$ cat src/rtl/tkchd_pkg.sv
package tkchd_pkg;

  localparam int CHORD_SLOTS = 2;
  localparam int MAX_RESULTS = 3;
  localparam int CFG_INDEX_W = 2;

  localparam logic [1:0] KIND_KEY   = 2'd0;
  localparam logic [1:0] KIND_TICK  = 2'd1;
  localparam logic [1:0] KIND_CLOSE = 2'd2;

  localparam logic [1:0] SLOT_FREE    = 2'd0;
  localparam logic [1:0] SLOT_PENDING = 2'd1;
  localparam logic [1:0] SLOT_LIVE    = 2'd2;

  localparam logic [2:0] ACT_REPLAY_PRESS   = 3'd0;
  localparam logic [2:0] ACT_REPLAY_RELEASE = 3'd1;
  localparam logic [2:0] ACT_PASS           = 3'd2;
  localparam logic [2:0] ACT_CONSUME        = 3'd3;
  localparam logic [2:0] ACT_OPEN           = 3'd4;
  localparam logic [2:0] ACT_MODAL_KEY      = 3'd5;
  localparam logic [2:0] ACT_MODAL_ENC      = 3'd6;

  localparam logic [CFG_INDEX_W-1:0] REG_FIRST_POS  = 2'd0;
  localparam logic [CFG_INDEX_W-1:0] REG_SECOND_POS = 2'd1;
  localparam logic [CFG_INDEX_W-1:0] REG_TERM_TICKS = 2'd2;

  localparam logic [15:0] RESET_FIRST_POS  = 16'd0;
  localparam logic [15:0] RESET_SECOND_POS = 16'd1;
  localparam logic [15:0] RESET_TERM_TICKS = 16'd50;
  localparam logic [15:0] ELAPSED_MAX      = 16'hFFFF;

  typedef struct packed {
    logic [2:0] action;
    logic       slot;
  } result_t;

  typedef struct packed {
    logic [1:0]                  count;
    result_t [MAX_RESULTS-1:0]   res;
  } bundle_t;

  typedef struct packed {
    logic full;
    logic empty;
  } queue_status_t;

endpackage

$ cat src/rtl/tkchd_front.sv
module tkchd_front (
  input  logic                              clk,
  input  logic                              rst,
  input  logic                              accept,
  input  logic [1:0]                        kind,
  input  logic [7:0]                        key_row,
  input  logic [7:0]                        key_col,
  input  logic                              pressed,
  input  logic                              is_encoder,
  input  logic                              cfg_write,
  input  logic [tkchd_pkg::CFG_INDEX_W-1:0] cfg_index,
  input  logic [15:0]                       cfg_data,
  output logic                              push,
  output tkchd_pkg::bundle_t                push_data
);

  logic [15:0] first_pos;
  logic [15:0] second_pos;
  logic [15:0] term_ticks;

  logic [1:0]  slot_state [tkchd_pkg::CHORD_SLOTS];
  logic        term_running;
  logic [15:0] term_elapsed;
  logic        modal_open;

  logic [1:0]  slot_state_next [tkchd_pkg::CHORD_SLOTS];
  logic        term_running_next;
  logic [15:0] term_elapsed_next;
  logic        modal_open_next;
  tkchd_pkg::bundle_t bnd;

  always_comb begin
    logic [1:0]  n;
    logic [15:0] pos;
    logic        hit0;
    logic        hit1;
    logic        ci;
    logic [15:0] el;
    n = 2'd0;
    bnd = '0;
    for (int j = 0; j < tkchd_pkg::CHORD_SLOTS; j++) begin
      slot_state_next[j] = slot_state[j];
    end
    term_running_next = term_running;
    term_elapsed_next = term_elapsed;
    modal_open_next = modal_open;
    pos = {key_row, key_col};
    hit0 = (pos == first_pos);
    hit1 = !hit0 && (pos == second_pos);
    ci = hit1;
    el = (term_elapsed == tkchd_pkg::ELAPSED_MAX) ? term_elapsed : term_elapsed + 16'd1;
    case (kind)
      tkchd_pkg::KIND_KEY: begin
        if (modal_open) begin
          if (pressed) begin
            bnd.res[0].action = is_encoder ? tkchd_pkg::ACT_MODAL_ENC : tkchd_pkg::ACT_MODAL_KEY;
          end else begin
            bnd.res[0].action = tkchd_pkg::ACT_CONSUME;
          end
          n = 2'd1;
        end else if (!hit0 && !hit1) begin
          if (pressed) begin
            for (int j = 0; j < tkchd_pkg::CHORD_SLOTS; j++) begin
              if (slot_state[j] == tkchd_pkg::SLOT_PENDING) begin
                bnd.res[n].action = tkchd_pkg::ACT_REPLAY_PRESS;
                bnd.res[n].slot = 1'(j);
                n = n + 2'd1;
                slot_state_next[j] = tkchd_pkg::SLOT_LIVE;
              end
            end
            term_running_next = 1'b0;
            term_elapsed_next = '0;
          end
          bnd.res[n].action = tkchd_pkg::ACT_PASS;
          n = n + 2'd1;
        end else if (pressed) begin
          if (slot_state[!ci] == tkchd_pkg::SLOT_PENDING) begin
            for (int j = 0; j < tkchd_pkg::CHORD_SLOTS; j++) begin
              slot_state_next[j] = tkchd_pkg::SLOT_FREE;
            end
            term_running_next = 1'b0;
            term_elapsed_next = '0;
            modal_open_next = 1'b1;
            bnd.res[0].action = tkchd_pkg::ACT_OPEN;
          end else begin
            slot_state_next[ci] = tkchd_pkg::SLOT_PENDING;
            if (!term_running) begin
              term_running_next = 1'b1;
              term_elapsed_next = '0;
            end
            bnd.res[0].action = tkchd_pkg::ACT_CONSUME;
          end
          n = 2'd1;
        end else if (slot_state[ci] == tkchd_pkg::SLOT_PENDING) begin
          slot_state_next[ci] = tkchd_pkg::SLOT_FREE;
          bnd.res[0].action = tkchd_pkg::ACT_REPLAY_PRESS;
          bnd.res[0].slot = ci;
          bnd.res[1].action = tkchd_pkg::ACT_REPLAY_RELEASE;
          bnd.res[1].slot = ci;
          n = 2'd2;
          term_running_next = 1'b0;
          term_elapsed_next = '0;
        end else begin
          slot_state_next[ci] = tkchd_pkg::SLOT_FREE;
          bnd.res[0].action = tkchd_pkg::ACT_PASS;
          n = 2'd1;
        end
      end
      tkchd_pkg::KIND_TICK: begin
        if (term_running) begin
          term_elapsed_next = el;
          if (el > term_ticks) begin
            for (int j = 0; j < tkchd_pkg::CHORD_SLOTS; j++) begin
              if (slot_state[j] == tkchd_pkg::SLOT_PENDING) begin
                bnd.res[n].action = tkchd_pkg::ACT_REPLAY_PRESS;
                bnd.res[n].slot = 1'(j);
                n = n + 2'd1;
                slot_state_next[j] = tkchd_pkg::SLOT_LIVE;
              end
            end
            term_running_next = 1'b0;
            term_elapsed_next = '0;
          end
        end
      end
      tkchd_pkg::KIND_CLOSE: begin
        if (modal_open) begin
          modal_open_next = 1'b0;
          for (int j = 0; j < tkchd_pkg::CHORD_SLOTS; j++) begin
            slot_state_next[j] = tkchd_pkg::SLOT_FREE;
          end
          term_running_next = 1'b0;
          term_elapsed_next = '0;
        end
      end
      default: begin
      end
    endcase
    bnd.count = n;
  end

  assign push = accept && (bnd.count != 2'd0);
  assign push_data = bnd;

  always_ff @(posedge clk) begin
    if (rst) begin
      first_pos <= tkchd_pkg::RESET_FIRST_POS;
      second_pos <= tkchd_pkg::RESET_SECOND_POS;
      term_ticks <= tkchd_pkg::RESET_TERM_TICKS;
    end else if (cfg_write) begin
      case (cfg_index)
        tkchd_pkg::REG_FIRST_POS:  first_pos <= cfg_data;
        tkchd_pkg::REG_SECOND_POS: second_pos <= cfg_data;
        tkchd_pkg::REG_TERM_TICKS: term_ticks <= cfg_data;
        default: begin
        end
      endcase
    end
  end

  always_ff @(posedge clk) begin
    if (rst) begin
      for (int j = 0; j < tkchd_pkg::CHORD_SLOTS; j++) begin
        slot_state[j] <= tkchd_pkg::SLOT_FREE;
      end
      term_running <= 1'b0;
      term_elapsed <= '0;
      modal_open <= 1'b0;
    end else if (accept) begin
      for (int j = 0; j < tkchd_pkg::CHORD_SLOTS; j++) begin
        slot_state[j] <= slot_state_next[j];
      end
      term_running <= term_running_next;
      term_elapsed <= term_elapsed_next;
      modal_open <= modal_open_next;
    end
  end

`ifndef SYNTHESIS
  a_modal_clears_chord: assert property (@(posedge clk) disable iff (rst)
    modal_open |-> (!term_running && slot_state[0] == tkchd_pkg::SLOT_FREE &&
                    slot_state[1] == tkchd_pkg::SLOT_FREE))
    else $error("modal open while chord state is not clear");
`endif

endmodule

$ cat src/rtl/tkchd_queue.sv
module tkchd_queue #(
  parameter int DEPTH = 2
) (
  input  logic                     clk,
  input  logic                     rst,
  input  logic                     push,
  input  tkchd_pkg::bundle_t       push_data,
  input  logic                     pop,
  output tkchd_pkg::bundle_t       head,
  output tkchd_pkg::queue_status_t status
);

  localparam int PTR_W = (DEPTH > 1) ? $clog2(DEPTH) : 1;
  localparam int CNT_W = $clog2(DEPTH + 1);

  tkchd_pkg::bundle_t mem [DEPTH];
  logic [PTR_W-1:0] wr_ptr;
  logic [PTR_W-1:0] rd_ptr;
  logic [CNT_W-1:0] count;
  logic             do_push;
  logic             do_pop;

  assign status.full = (count == CNT_W'(DEPTH));
  assign status.empty = (count == '0);
  assign do_push = push && !status.full;
  assign do_pop = pop && !status.empty;
  assign head = mem[rd_ptr];

  always_ff @(posedge clk) begin
    if (do_push) begin
      mem[wr_ptr] <= push_data;
    end
  end

  always_ff @(posedge clk) begin
    if (rst) begin
      wr_ptr <= '0;
      rd_ptr <= '0;
      count <= '0;
    end else begin
      if (do_push) begin
        wr_ptr <= (wr_ptr == PTR_W'(DEPTH - 1)) ? '0 : wr_ptr + 1'b1;
      end
      if (do_pop) begin
        rd_ptr <= (rd_ptr == PTR_W'(DEPTH - 1)) ? '0 : rd_ptr + 1'b1;
      end
      if (do_push && !do_pop) begin
        count <= count + 1'b1;
      end else if (do_pop && !do_push) begin
        count <= count - 1'b1;
      end
    end
  end

`ifndef SYNTHESIS
  a_no_push_when_full: assert property (@(posedge clk) disable iff (rst)
    push |-> !status.full)
    else $error("word pushed into full queue");
  a_count_bound: assert property (@(posedge clk) disable iff (rst)
    count <= CNT_W'(DEPTH))
    else $error("queue count out of range");
`endif

endmodule

$ cat src/rtl/tkchd_back.sv
module tkchd_back (
  input  logic                     clk,
  input  logic                     rst,
  input  tkchd_pkg::bundle_t       head,
  input  tkchd_pkg::queue_status_t status,
  output logic                     pop,
  output logic                     out_valid,
  input  logic                     out_ready,
  output logic [2:0]               action,
  output logic                     chord_slot,
  output logic                     last
);

  tkchd_pkg::bundle_t cur;
  logic               cur_valid;
  logic [1:0]         idx;
  logic               load;

  assign out_valid = cur_valid;
  assign action = cur.res[idx].action;
  assign chord_slot = cur.res[idx].slot;
  assign last = (idx == cur.count - 2'd1);
  assign load = !cur_valid || (out_ready && last);
  assign pop = load && !status.empty;

  always_ff @(posedge clk) begin
    if (load) begin
      cur <= head;
    end
  end

  always_ff @(posedge clk) begin
    if (rst) begin
      cur_valid <= 1'b0;
      idx <= '0;
    end else if (load) begin
      cur_valid <= !status.empty;
      idx <= '0;
    end else if (out_ready) begin
      idx <= idx + 2'd1;
    end
  end

`ifndef SYNTHESIS
  a_word_has_results: assert property (@(posedge clk) disable iff (rst)
    cur_valid |-> (cur.count != 2'd0 && idx < cur.count))
    else $error("result index outside the current bundle");
`endif

endmodule

$ cat src/rtl/two_key_chord_holdback_detector_unit.sv
// Each result word is registered in the queue and then in the result sequencer before it appears.
// Throughput: one input word per cycle while the queue is not full; results leave one per output handshake.
// An input causes up to three results, so the output port sets the sustained rate.
// The queue between classifier and result sequencer holds QUEUE_DEPTH bundles.
// Synchronous active-high reset clears chord state and restores register defaults.
module two_key_chord_holdback_detector_unit #(
  parameter int QUEUE_DEPTH = 2
) (
  input  logic                              clk,
  input  logic                              rst,
  input  logic                              in_valid,
  output logic                              in_ready,
  input  logic [1:0]                        kind,
  input  logic [7:0]                        key_row,
  input  logic [7:0]                        key_col,
  input  logic                              pressed,
  input  logic                              is_encoder,
  output logic                              out_valid,
  input  logic                              out_ready,
  output logic [2:0]                        action,
  output logic                              chord_slot,
  output logic                              last,
  input  logic                              cfg_valid,
  output logic                              cfg_ready,
  input  logic [tkchd_pkg::CFG_INDEX_W-1:0] cfg_index,
  input  logic [15:0]                       cfg_data
);

  logic                     accept;
  logic                     push;
  logic                     pop;
  tkchd_pkg::bundle_t       push_data;
  tkchd_pkg::bundle_t       head;
  tkchd_pkg::queue_status_t status;

  assign in_ready = !status.full;
  assign accept = in_valid && in_ready;
  assign cfg_ready = 1'b1;

  tkchd_front u_front (
    .clk        (clk),
    .rst        (rst),
    .accept     (accept),
    .kind       (kind),
    .key_row    (key_row),
    .key_col    (key_col),
    .pressed    (pressed),
    .is_encoder (is_encoder),
    .cfg_write  (cfg_valid && cfg_ready),
    .cfg_index  (cfg_index),
    .cfg_data   (cfg_data),
    .push       (push),
    .push_data  (push_data)
  );

  tkchd_queue #(
    .DEPTH (QUEUE_DEPTH)
  ) u_queue (
    .clk       (clk),
    .rst       (rst),
    .push      (push),
    .push_data (push_data),
    .pop       (pop),
    .head      (head),
    .status    (status)
  );

  tkchd_back u_back (
    .clk        (clk),
    .rst        (rst),
    .head       (head),
    .status     (status),
    .pop        (pop),
    .out_valid  (out_valid),
    .out_ready  (out_ready),
    .action     (action),
    .chord_slot (chord_slot),
    .last       (last)
  );

endmodule
$ cat config.mk
export PLATFORM = sky130hd
export DESIGN_NAME = two_key_chord_holdback_detector_unit
export DESIGN_NICKNAME = d
export VERILOG_FILES = /design/src/rtl/tkchd_pkg.sv /design/src/rtl/tkchd_front.sv /design/src/rtl/tkchd_queue.sv /design/src/rtl/tkchd_back.sv /design/src/rtl/two_key_chord_holdback_detector_unit.sv
export SDC_FILE = /design/constraint.sdc
export NUM_CORES = 1
export LEC_CHECK = 0
export BUFFER_PORTS_ARGS = -buffer_cell sky130_fd_sc_hd__buf_2
export CAP_MARGIN = 10
export CORE_UTILIZATION = 30
export CTS_CLUSTER_DIAMETER = 30
export DETAILED_ROUTE_END_ITERATION = 16
export GPL_TIMING_DRIVEN = 0
export PLACE_DENSITY = 0.58
export SYNTH_ARGS = -nofsm -noshare
export SYNTH_HDL_FRONTEND = slang
export SYNTH_SLANG_ARGS = --single-unit
$ cat constraint.sdc
create_clock -name clk -period 5.4 [get_ports clk]
set_input_delay 0.27 -clock clk [delete_from_list [all_inputs] [get_ports clk]]
set_output_delay 0.27 -clock clk [all_outputs]
set_load 0.005 [all_outputs]
==> flow_metrics.tcl <==
set metrics [dict create \
    highest_layer "met4" \
    final_cells 982 \
    cp.arrival_ns 4.81 \
    wl_met3_um 380 \
    design.die.area_um2 19900 \
    first_pass_iters 4 \
    ys_warn_count 0 \
    die_h_um 141 \
    maxCapViolations 0 \
    cts_tree "yes" \
    r2r-start "u_front.term_elapsed[2]" \
    synth_top_area_share 0.252 \
    worstHoldEndpoint "u_front.term_ticks[1]" \
    ctsHoldBuffers 0 \
    clock-sinks 107 \
    synth_edf_count 34 \
    crit_fanout 10 \
    first_global_vias 4421 \
    ys_async_sr_fraction 0 \
    grt_max_degree 19 \
    finalWirelength_um 13700 \
    hold_start "cfg_data[1]" \
    htree_levels 3 \
    clk_latency_ns 0.36 \
    floorplan.initialDensity 0.307 \
    reg2reg_setup_slack_ns 0.58 \
    clock.fmax_mhz 208 \
    io_buffers 48 \
    fin_skew_ns 0.00954 \
    layout_commonest_cell "nand2_1" \
    cp.required_ns 5.40 \
    final-hold-violation-count 0 \
    coreArea_um2 18800 \
    met1_length_um 6830 \
    wl_met2_um 6230 \
    r2r_cells 17 \
    period_needed_ns 4.82 \
    yosys-top-cells-area "dfxtp_1 25%, edfxtp_1 18%, nand2_1 7.7%" \
    antenna_found_initial 0 \
    drv_slew 0 \
    synth.distinct_cells 60 \
    diodes 0 \
    layout.nets 787 \
    worst_slack_ns 0.583 \
    hpwl_um 10400 \
    outcome "completed" \
    synth_cells 658 \
    place_ws_ns 0.350 \
    wl_per_cell_um 14.0 \
    via_per_inst 4.71 \
    yosys.area.top_type "dfxtp_1" \
    finalSetupViolCount 0 \
    min-delay-path-class "in -> reg" \
    syn2layout_area_growth_pct 14.6 \
    ys.flop_type "dfxtp_1" \
    grt.overflow.total 0 \
    grt_setup_unrepaired "no" \
    crit_path_end_kind "register" \
    p_per_area_nw_per_um2 281 \
    worst-setup-path-type "reg -> reg" \
    grt_usage 0.148 \
    drc 0 \
    start_kind "register" \
    grt_pass1_wl_um 22700 \
    cts-root-buf "clkbuf_16" \
    fin_crit_sh 0.892 \
    worstHoldPathCells 2 \
    ys_seq_area_frac 0.429 \
    relSlewSlack 0.480 \
    tightest_slew_ns 0.778 \
    ios 51 \
    vdd_drop_max_mv 0.139 \
    drt.antenna.violating_nets 0 \
    dp.cells 966 \
    syn_avg_cell_area_um2 8.80 \
    clk_path_buf_depth 2 \
    clk_pin_slew_ns 0.07 \
    synth_seq_cells 107 \
    final_util 0.352 \
    fin_total_pwr_mw 1.87 \
    via_count 4622 \
    synth_fp_nets 728 \
    synth_area_um2 5790 \
    dieWidth_um 141 \
    layout_common_cells "119 x nand2_1, 73 x dfxtp_1, 72 x a21oi_1, 50 x buf_2, 44 x xor2_1" \
    drive_above_1_share 0.132 \
    drtIter0Drc 199 \
    placementRows 50 \
    cts_buffers 9 \
    finalSetupTns_ns 0 \
    gp_congestion 0.851 \
    rr_endpoint "u_queue.mem[0][2]" \
    p_leak_nw 2.66 \
]
==> stage by stage <==
stage / hold slack [ns] / area [µm²]
2_1_floorplan: 0.388 / 5790
4_1_cts: 0.150 / 6630
5_1_grt: 0.169 / 6630
3_3_place_gp: 0.444 / 6350
6_report: 0.158 / 6630
3_5_place_dp: 0.448 / 6350
==> sequential cells by signal, indices dropped and copies added, names as in the netlist <==
register / flops
u_front.slot_state: 4
u_queue.rd_ptr: 1
u_queue.count: 2
u_queue.wr_ptr: 1
u_front.term_elapsed: 16
u_front.modal_open: 1
u_back.idx: 2
u_front.second_pos: 16
u_back.cur: 10
u_back.out_valid: 1
u_queue.mem: 20
u_front.term_running: 1
u_front.first_pos: 16
u_front.term_ticks: 16
==> power breakdown <==
group          internal (mW)  switching, mW
registers              0.907         0.0293
clock network          0.316          0.313
logic                  0.123          0.177
total                   1.35          0.520
==> cell families after synthesis <==
kind of cell | after synthesis | synth area share
mux | 21 | 0.0391
buf+inv | 64 | 0.0465
other cells | 1 | 0.000648
xor+xnor | 49 | 0.0741
compound gates | 131 | 0.132
flops | 107 | 0.429
fa+ha+maj | 27 | 0.0584
simple gates | 258 | 0.220
==> repair_timing <==
item                                    4_1_cts  5_1_grt
endpoints found under the setup margin        0       10
buffers inserted                              0        0
hold endpoints to repair                      0        0
resized for setup                             0        1
==> Yosys cell counts (2+ instances only) <==
cell type and number:
buf_6 2, a41oi_1 2, and3_1 7, mux2i_1 8, nor3b_1 6, nand2b_1 4, and2_1 7, ha_1 27
a2bb2oi_1 2, nor2b_1 9, nand3_1 13, nor3_1 7, o211ai_1 5, a211o_1 4, or3_1 4, dfxtp_1 73
xor2_1 44, clkbuf_1 25, o21ai_0 25, nor2_1 38, o211a_1 2, a21oi_1 72, edfxtp_1 34, mux2_2 13
a211oi_1 3, nand2_1 119, inv_1 31, o21a_1 2, a21o_1 4, buf_4 3, a31oi_1 2, and3_4 2
nand3b_1 13, buf_2 2, nor4_1 8, nand4_1 8, xnor2_1 5
==> worst max path at each step <==
stage                            startpoint  depth (start not counted)  slack (ns)                 end
floorplan           u_front.term_elapsed[2]                         17        1.02   u_queue.mem[0][0]
global placement    u_front.term_elapsed[2]                         17        0.29   u_queue.mem[0][3]
detailed placement  u_front.term_elapsed[2]                         16        0.35   u_queue.mem[0][5]
CTS                 u_front.term_elapsed[2]                         17        0.34   u_queue.mem[0][2]
global route        u_front.term_elapsed[2]                         17        0.22  u_queue.mem[0][13]
finish              u_front.term_elapsed[2]                         17        0.58   u_queue.mem[0][2]
==> area by class of cell <==
class / count / area [µm²]
clock buffers: 9 / 225
inverters: 31 / 116
multi-input cells: 487 / 3040
repair buffers: 48 / 240
fillers: 1979 / 12200
plain buffers: 33 / 153
flip-flops and latches: 107 / 2480
clock inverters: 7 / 50.0
well taps: 260 / 325
==> routing by layer <==
layer	GRT usage	vias up
li1	-	2393
met1	0.197	2147
met2	0.236	65
met3	0.0251	17
met4	0.0595	0
met5	0	-
==> critical path, cell delays in order, from the launching register on <==
cell      delay (ns)
dfxtp_1         0.43
and3_2          0.28
nand4_4         0.13
or4_4           0.53
buf_6           0.15
and2_4          0.15
buf_6           0.13
and4_4          0.19
xor2_1          0.17
ha_1            0.31
nand4_1         0.10
nor3_1          0.23
a21boi_1        0.20
o41a_1          0.34
nand4b_1        0.16
o211a_1         0.20
a21oi_1         0.24
nor2b_2         0.51
Power figures use the tool's default switching activity.
